## src/design/mbrot_pkg.sv

```systemverilog
package mbrot_pkg;

   localparam int DATA_W      = 64;
   localparam int STEP_W      = 63;
   localparam int ITER_W      = 16;
   localparam int OFFSET_W    = 14;
   localparam int GRAY_W      = 8;
   localparam int CSR_INDEX_W = 3;
   localparam int PROD_W      = 2 * DATA_W;
   localparam int HALF_W      = DATA_W / 2;

   localparam int DEF_MAX_RESOLUTION = 8192;
   localparam int DEF_FRAC_BITS      = 56;
   localparam int DEF_COUNT_WIDTH    = 16;

   localparam logic [ITER_W-1:0] MAX_ITER_RESET = ITER_W'(100);

   localparam logic signed [DATA_W-1:0] SAT_MAX = {1'b0, {(DATA_W-1){1'b1}}};
   localparam logic signed [DATA_W-1:0] SAT_MIN = {1'b1, {(DATA_W-1){1'b0}}};

   typedef enum logic [CSR_INDEX_W-1:0] {
      CSR_CENTER_RE        = 3'd0,
      CSR_CENTER_IM        = 3'd1,
      CSR_PIXEL_STEP       = 3'd2,
      CSR_MAX_ITERATIONS   = 3'd3,
      CSR_ESCAPE_THRESHOLD = 3'd4
   } mbrot_csr_index_type;

   typedef enum logic [4:0] {
      ST_IDLE,
      ST_CR,
      ST_CI,
      ST_Y2,
      ST_XM,
      ST_QT,
      ST_LHS,
      ST_CARD,
      ST_ITER,
      ST_RI,
      ST_ZUPD1,
      ST_ZUPD2,
      ST_RR,
      ST_II,
      ST_MAG,
      ST_GRAY,
      ST_DIV,
      ST_RSP
   } mbrot_state_type;

   // operand pair of the shared multiplier, also picks where the product lands
   typedef enum logic [2:0] {
      MUL_OFFR_STEP,
      MUL_OFFI_STEP,
      MUL_CI_CI,
      MUL_XM_XM,
      MUL_Q_T,
      MUL_ZR_ZI,
      MUL_ZR_ZR,
      MUL_ZI_ZI
   } mbrot_mul_sel_type;

   typedef enum logic [2:0] {
      ALU_NONE,
      ALU_Q_T,
      ALU_ZINIT,
      ALU_ZUPD1,
      ALU_ZUPD2,
      ALU_CARD_SET,
      ALU_COUNT_INC,
      ALU_GRAY_ZERO
   } mbrot_alu_op_type;

   typedef struct packed {
      logic              load;
      logic              mul_go;
      mbrot_mul_sel_type mul_sel;
      mbrot_alu_op_type  alu_op;
      logic              div_go;
   } mbrot_cmd_type;

   typedef struct packed {
      logic mul_done;
      logic div_done;
      logic in_card;
      logic escape;
      logic count_lt_max;
      logic max_zero;
   } mbrot_status_type;

endpackage

```

## src/design/mbrot_ctrl.sv

```systemverilog
module mbrot_ctrl import mbrot_pkg::*; (
   input  logic             clock,
   input  logic             reset,
   input  logic             start,
   input  mbrot_status_type status,
   output logic             busy,
   output logic             rsp_valid,
   output mbrot_cmd_type    cmd
);

   mbrot_state_type state_ff;
   mbrot_state_type state_in;

   always_ff @(posedge clock) begin
      if (reset) begin
         state_ff <= ST_IDLE;
      end else begin
         state_ff <= state_in;
      end
   end

   always_comb begin
      state_in    = state_ff;
      busy        = 1'b1;
      rsp_valid   = 1'b0;
      cmd.load    = 1'b0;
      cmd.mul_go  = 1'b0;
      cmd.mul_sel = MUL_OFFR_STEP;
      cmd.alu_op  = ALU_NONE;
      cmd.div_go  = 1'b0;
      unique case (state_ff)
         ST_IDLE: begin
            busy = 1'b0;
            if (start) begin
               cmd.load = 1'b1;
               state_in = ST_CR;
            end
         end
         ST_CR: begin
            cmd.mul_go  = 1'b1;
            cmd.mul_sel = MUL_OFFR_STEP;
            if (status.mul_done) state_in = ST_CI;
         end
         ST_CI: begin
            cmd.mul_go  = 1'b1;
            cmd.mul_sel = MUL_OFFI_STEP;
            if (status.mul_done) state_in = ST_Y2;
         end
         ST_Y2: begin
            cmd.mul_go  = 1'b1;
            cmd.mul_sel = MUL_CI_CI;
            if (status.mul_done) state_in = ST_XM;
         end
         ST_XM: begin
            cmd.mul_go  = 1'b1;
            cmd.mul_sel = MUL_XM_XM;
            if (status.mul_done) state_in = ST_QT;
         end
         ST_QT: begin
            cmd.alu_op = ALU_Q_T;
            state_in   = ST_LHS;
         end
         ST_LHS: begin
            cmd.mul_go  = 1'b1;
            cmd.mul_sel = MUL_Q_T;
            if (status.mul_done) state_in = ST_CARD;
         end
         ST_CARD: begin
            if (status.in_card) begin
               cmd.alu_op = ALU_CARD_SET;
               state_in   = ST_GRAY;
            end else begin
               cmd.alu_op = ALU_ZINIT;
               state_in   = ST_ITER;
            end
         end
         ST_ITER: begin
            state_in = status.count_lt_max ? ST_RI : ST_GRAY;
         end
         ST_RI: begin
            cmd.mul_go  = 1'b1;
            cmd.mul_sel = MUL_ZR_ZI;
            if (status.mul_done) state_in = ST_ZUPD1;
         end
         ST_ZUPD1: begin
            cmd.alu_op = ALU_ZUPD1;
            state_in   = ST_ZUPD2;
         end
         ST_ZUPD2: begin
            cmd.alu_op = ALU_ZUPD2;
            state_in   = ST_RR;
         end
         ST_RR: begin
            cmd.mul_go  = 1'b1;
            cmd.mul_sel = MUL_ZR_ZR;
            if (status.mul_done) state_in = ST_II;
         end
         ST_II: begin
            cmd.mul_go  = 1'b1;
            cmd.mul_sel = MUL_ZI_ZI;
            if (status.mul_done) state_in = ST_MAG;
         end
         ST_MAG: begin
            // squares of the new z double as the next pass's rr and ii
            if (status.escape) begin
               state_in = ST_GRAY;
            end else begin
               cmd.alu_op = ALU_COUNT_INC;
               state_in   = ST_ITER;
            end
         end
         ST_GRAY: begin
            if (status.max_zero) begin
               cmd.alu_op = ALU_GRAY_ZERO;
               state_in   = ST_RSP;
            end else begin
               state_in = ST_DIV;
            end
         end
         ST_DIV: begin
            cmd.div_go = 1'b1;
            if (status.div_done) state_in = ST_RSP;
         end
         ST_RSP: begin
            busy      = 1'b0;
            rsp_valid = 1'b1;
            if (start) begin
               cmd.load = 1'b1;
               state_in = ST_CR;
            end else begin
               state_in = ST_IDLE;
            end
         end
         default: state_in = ST_IDLE;
      endcase
   end

endmodule

```

## config.mk

```make
export PLATFORM = sky130hd
export DESIGN_NAME = mbrot_ctrl
export DESIGN_NICKNAME = d
export VERILOG_FILES = /design/src/design/mbrot_pkg.sv /design/src/design/mbrot_ctrl.sv
export SDC_FILE = /design/constraint.sdc
export NUM_CORES = 1
export LEC_CHECK = 0
export BUFFER_PORTS_ARGS = -buffer_cell sky130_fd_sc_hd__buf_4
export CORE_UTILIZATION = 30
export DETAILED_ROUTE_END_ITERATION = 10
export RECOVER_POWER = 25
export SETUP_SLACK_MARGIN = 0.15
export SYNTH_ARGS = -nofsm -noshare
export SYNTH_HDL_FRONTEND = slang
export SYNTH_SLANG_ARGS = --single-unit
```

## constraint.sdc

```tcl
create_clock -name clock -period 2.25 [get_ports clock]
set_input_delay 0.1125 -clock clock [delete_from_list [all_inputs] [get_ports clock]]
set_output_delay 0.1125 -clock clock [all_outputs]
set_load 0.02 [all_outputs]
```

### After elaboration in Yosys (flattened, before gate mapping)

Index checks and enable logic that the tools add are counted.

* register bits: 5
* input port bits: 9
* output and inout bits: 11

* equality and inequality tests: 27
* multiplexer cells: 26
* reduce and logical (&&, ||, !) cells: 3

Operators with widths (count)
* 5-bit one-hot mux with 18 select lines: 1
* 5-bit 2-to-1 mux: 10
* 5-bit by 4-bit equality test with 1-bit output (second input constant): 8
* 4-bit one-hot mux with 8 select lines: 1
* 5-bit by 3-bit equality test with 1-bit output (second input constant): 4
* 2-bit inequality test (second input constant): 10
* 3-bit 2-to-1 mux: 6
* 3-bit one-hot mux with 6 select lines: 1
* 5-bit by 2-bit equality test with 1-bit output (second input constant): 2
* 5-bit equality test (second input constant): 2
* 10-bit AND reduction: 1
* 1-bit 2-to-1 mux: 7
* 5-bit by 1-bit equality test with 1-bit output (second input constant): 1
* 5-bit zero test: 1
* 2-bit OR reduction: 1

### Depth between registers and ports, before layout

* depth after elaboration: 3
* mapped depth: 7

### Least setup slack after synthesis

Ideal clock, no wire load.

* path kind: register -> output
* start point: reg state_ff[3]
* end point: out cmd[8] (netlist name)
* arrival time: 1.469 ns
* data required time: 2.138 ns
* stages on the path, launching flop included: 8
* path slack: 0.668 ns
* cell sequence: dfxtp_1 -> buf_6 -> buf_2 -> nor2_1 -> nand2_1 -> nor2_1 -> nor2_1 -> nor2b_1

RTL lines
* start: declaration: line mbrot_ctrl.sv:11 `mbrot_state_type state_ff;`
* start signal: assignment: line mbrot_ctrl.sv:18 `state_ff <= state_in;`
* end: declaration: line mbrot_ctrl.sv:8 `output mbrot_cmd_type cmd`

==> flow_summary.toml <==
[run_status]
status = "complete, no violations"

[job]
maxCapViolations = 0

[final_layout]
final_util_pct = 39.9
nNetsFinal = 119
top_register = "state_ff"
drive_above_1_share_pct = 22.9
multi_input_area_sq_um = 467
largest_register_ffs = 5
n_antenna_cell = 0
largest_registers = "state_ff x5"
nFillCells = 240
regArea_sq_um = 103
areaGrowthSynthToFinish_pct = 25.5

[synth]
synthArstFlopShare_pct = 0
synthDominantCellAreaShare_pct = 16.0
yosysTopAreaCell = "dfxtp_1"
syn_area_sq_um = 624
synthTopCellsByCount = "14 x nor2_1, 9 x a21oi_1, 6 x nand2_1"
synth_ff_type = "dfxtp_1"
ys_seq_elements = 5
synth_most_common_cell = "nor2_1"
synth_nets = 103
synth_edf_count = 0
postSynthAreaPerCell_sq_um = 6.64
synth_cells = 94
yosys_warnings = 0
yosysUniqueCellTypes = 33
synth.area.top_cells = "dfxtp_1 16%, nor2_1 8.4%, a21oi_1 7.2%, a31oi_1 5.0%, nor2b_1 5.0%"
ys_seq_area_share_pct = 16.0

[global_route]
grt_first_pass_wirelength_mm = 2.78
grt_max_degree = 23
grt_antenna_before_repair = 0
grt_pass1_vias = 613
grt_use_total_pct = 18.2
overflow = 0

[detailed_routing]
vias_per_cell = 5.49
avgRoutedWirePerCell_um = 12.8
drc_errors = 0
drtAntennaViolNets = 0
dr_total_vias = 746
firstDrtPassIters = 4
routed_wl_mm = 1.74
drt_iter0_markers = 22

[pwr]
p_int_uw = 369
power_frac_comb_pct = 60.0
sequentialPowerShare_pct = 25.4
ir_drop_mv = 0.373
p_sw_share_pct = 50.3
power.leakage_uw = 0.000322
clkPwrFrac_pct = 14.6
cellPowerDensity_nw_per_um2 = 949
p_sw_uw = 374

[clock_network]
cts_tree = "done"
cts_buffers = 3
clkLatencyLatePin_ns = 0.25
hold_buffers = 0
cts_buffer_depth = 2
cts_root_buf = "clkbuf_4"
htree_num_levels = 1
cts.sinks = 5
clk_pin_slew_ns = 0.04

[setup_path]
cp-start-kind = "flop"
cp.arrival_ns = 1.84
worstPathRequired_ns = 2.14
cp_max_fo = 18
critPathKind = "flop to output pin"
cp-end-kind = "output pin"

[timing]
skew_ns = 0.000204
fmax_mhz = 513
period_minus_slack_ns = 1.95
timing_hold_violations_final = 0
tns_ns = 0
setup_viol = 0
report.final.slew_viol_count = 0
rsz0062_at_grt = "no"
finalCritPeriodShare_pct = 86.6
tightest_slew_ns = 0.612
max-slew-margin-rel_pct = 59.1

[floorplan]
rows = 16
core-area_sq_um = 1960
fp.dieArea_sq_um = 2270
dieHeight_um = 47.6
start_util_pct = 31.8
pin_count = 20
fp.dieW_um = 47.6

[placement]
port_buffers = 19
place.gp.congestion = 0.814
hpwl_mm = 1.19

[worst_hold_path]
hp-class = "input port to flop"
==> critical path, cell delays in order, from the launching register on <==
cell     delay, ns
dfxtp_1       0.68
mux2i_1       0.18
or3_1         0.41
o21ai_0       0.12
buf_4         0.19
==> what timing repair did <==
action / 4_1_cts / 5_1_grt
endpoints found under the setup margin: 0 / 4
buffers inserted: 0 / 0
gates resized for setup: 0 / 2
==> power by group through the flow <==
stage                     Combinational, uW  Sequential, uW  Clock, uW
after floorplan                         371             125          0
after global placement                  450             184          0
after detailed placement                455             185          0
after CTS                               458             183        109
after global routing                    501             200        119
final                                   446             189        109
==> per-layer routing <==
metal	GRT usage (%)	vias to the layer above	share of wire (%)
met5	0	-	0
met4	11.7	0	1.7
met3	2.26	3	4.9
met2	28.8	31	46
met1	23.2	345	47
li1	-	367	-
==> per-stage QoR <==
stage          setup slack, ns  instance area, sq um  hold slack, ns  instances  power [uW]
5_1_grt                  0.155                   783          0.0680        136         820
2_1_floorplan            0.668                   624           0.182         94         495
3_5_place_dp             0.339                   762           0.326        132         640
4_1_cts                  0.214                   788          0.0661        136         751
6_report                 0.301                   783          0.0633        136         744
3_3_place_gp             0.427                   762           0.326        132         635
==> cells in the final DEF (no fill, tap or decap) <==
cell / instances
nor2b_1: 5
xnor2_1: 1
nor3_2: 1
a22o_1: 2
and4b_1: 1
a21boi_0: 2
nand2b_1: 1
dfxtp_1: 3
nor3_1: 2
clkbuf_1: 3
nor3b_1: 2
o211ai_1: 1
buf_4: 18
and4bb_1: 1
a21oi_1: 9
a32oi_1: 1
dfxtp_2: 2
and3_1: 2
and3b_1: 1
nor4_1: 1
nand2_1: 6
inv_1: 3
a221o_1: 1
clkbuf_4: 3
o21ai_0: 5
o21bai_1: 2
nor4_2: 1
nand3b_1: 2
a31oi_1: 5
nor2_1: 14
mux2i_1: 3
or3_1: 2
nand3_1: 3
==> worst paths after layout <==
check | depth (start not counted) | slack (ns) | start | end
hold / removal | 2 | 0.06 | reset | state_ff[0]
setup / recovery | 4 | 0.30 | state_ff[3] | cmd[1]
setup reg to reg | 5 | 0.42 | state_ff[3] | state_ff[0]
hold reg to reg | 2 | 0.65 | state_ff[0] | state_ff[0]
==> layout make-up <==
type                       count  area share [%]
clock buffer                   4            3.35
inverter                       3            1.44
sequential                     5            13.1
tap                           27            4.31
multi-input combinational     77            59.6
timing repair buffer          20            18.2
==> cell families (layout without fill, tap and decap cells) <==
logic type	after synthesis	after routing	synth area share, %
AND/OR/NAND/NOR	45	45	40.5
XOR/XNOR	1	1	1.40
buffers and inverters	12	27	9.22
multiplexers	3	3	4.81
AO/OA/AOI/OAI	28	28	28.1
flip-flops	5	5	16.0
(Power assumes the default switching activity.)
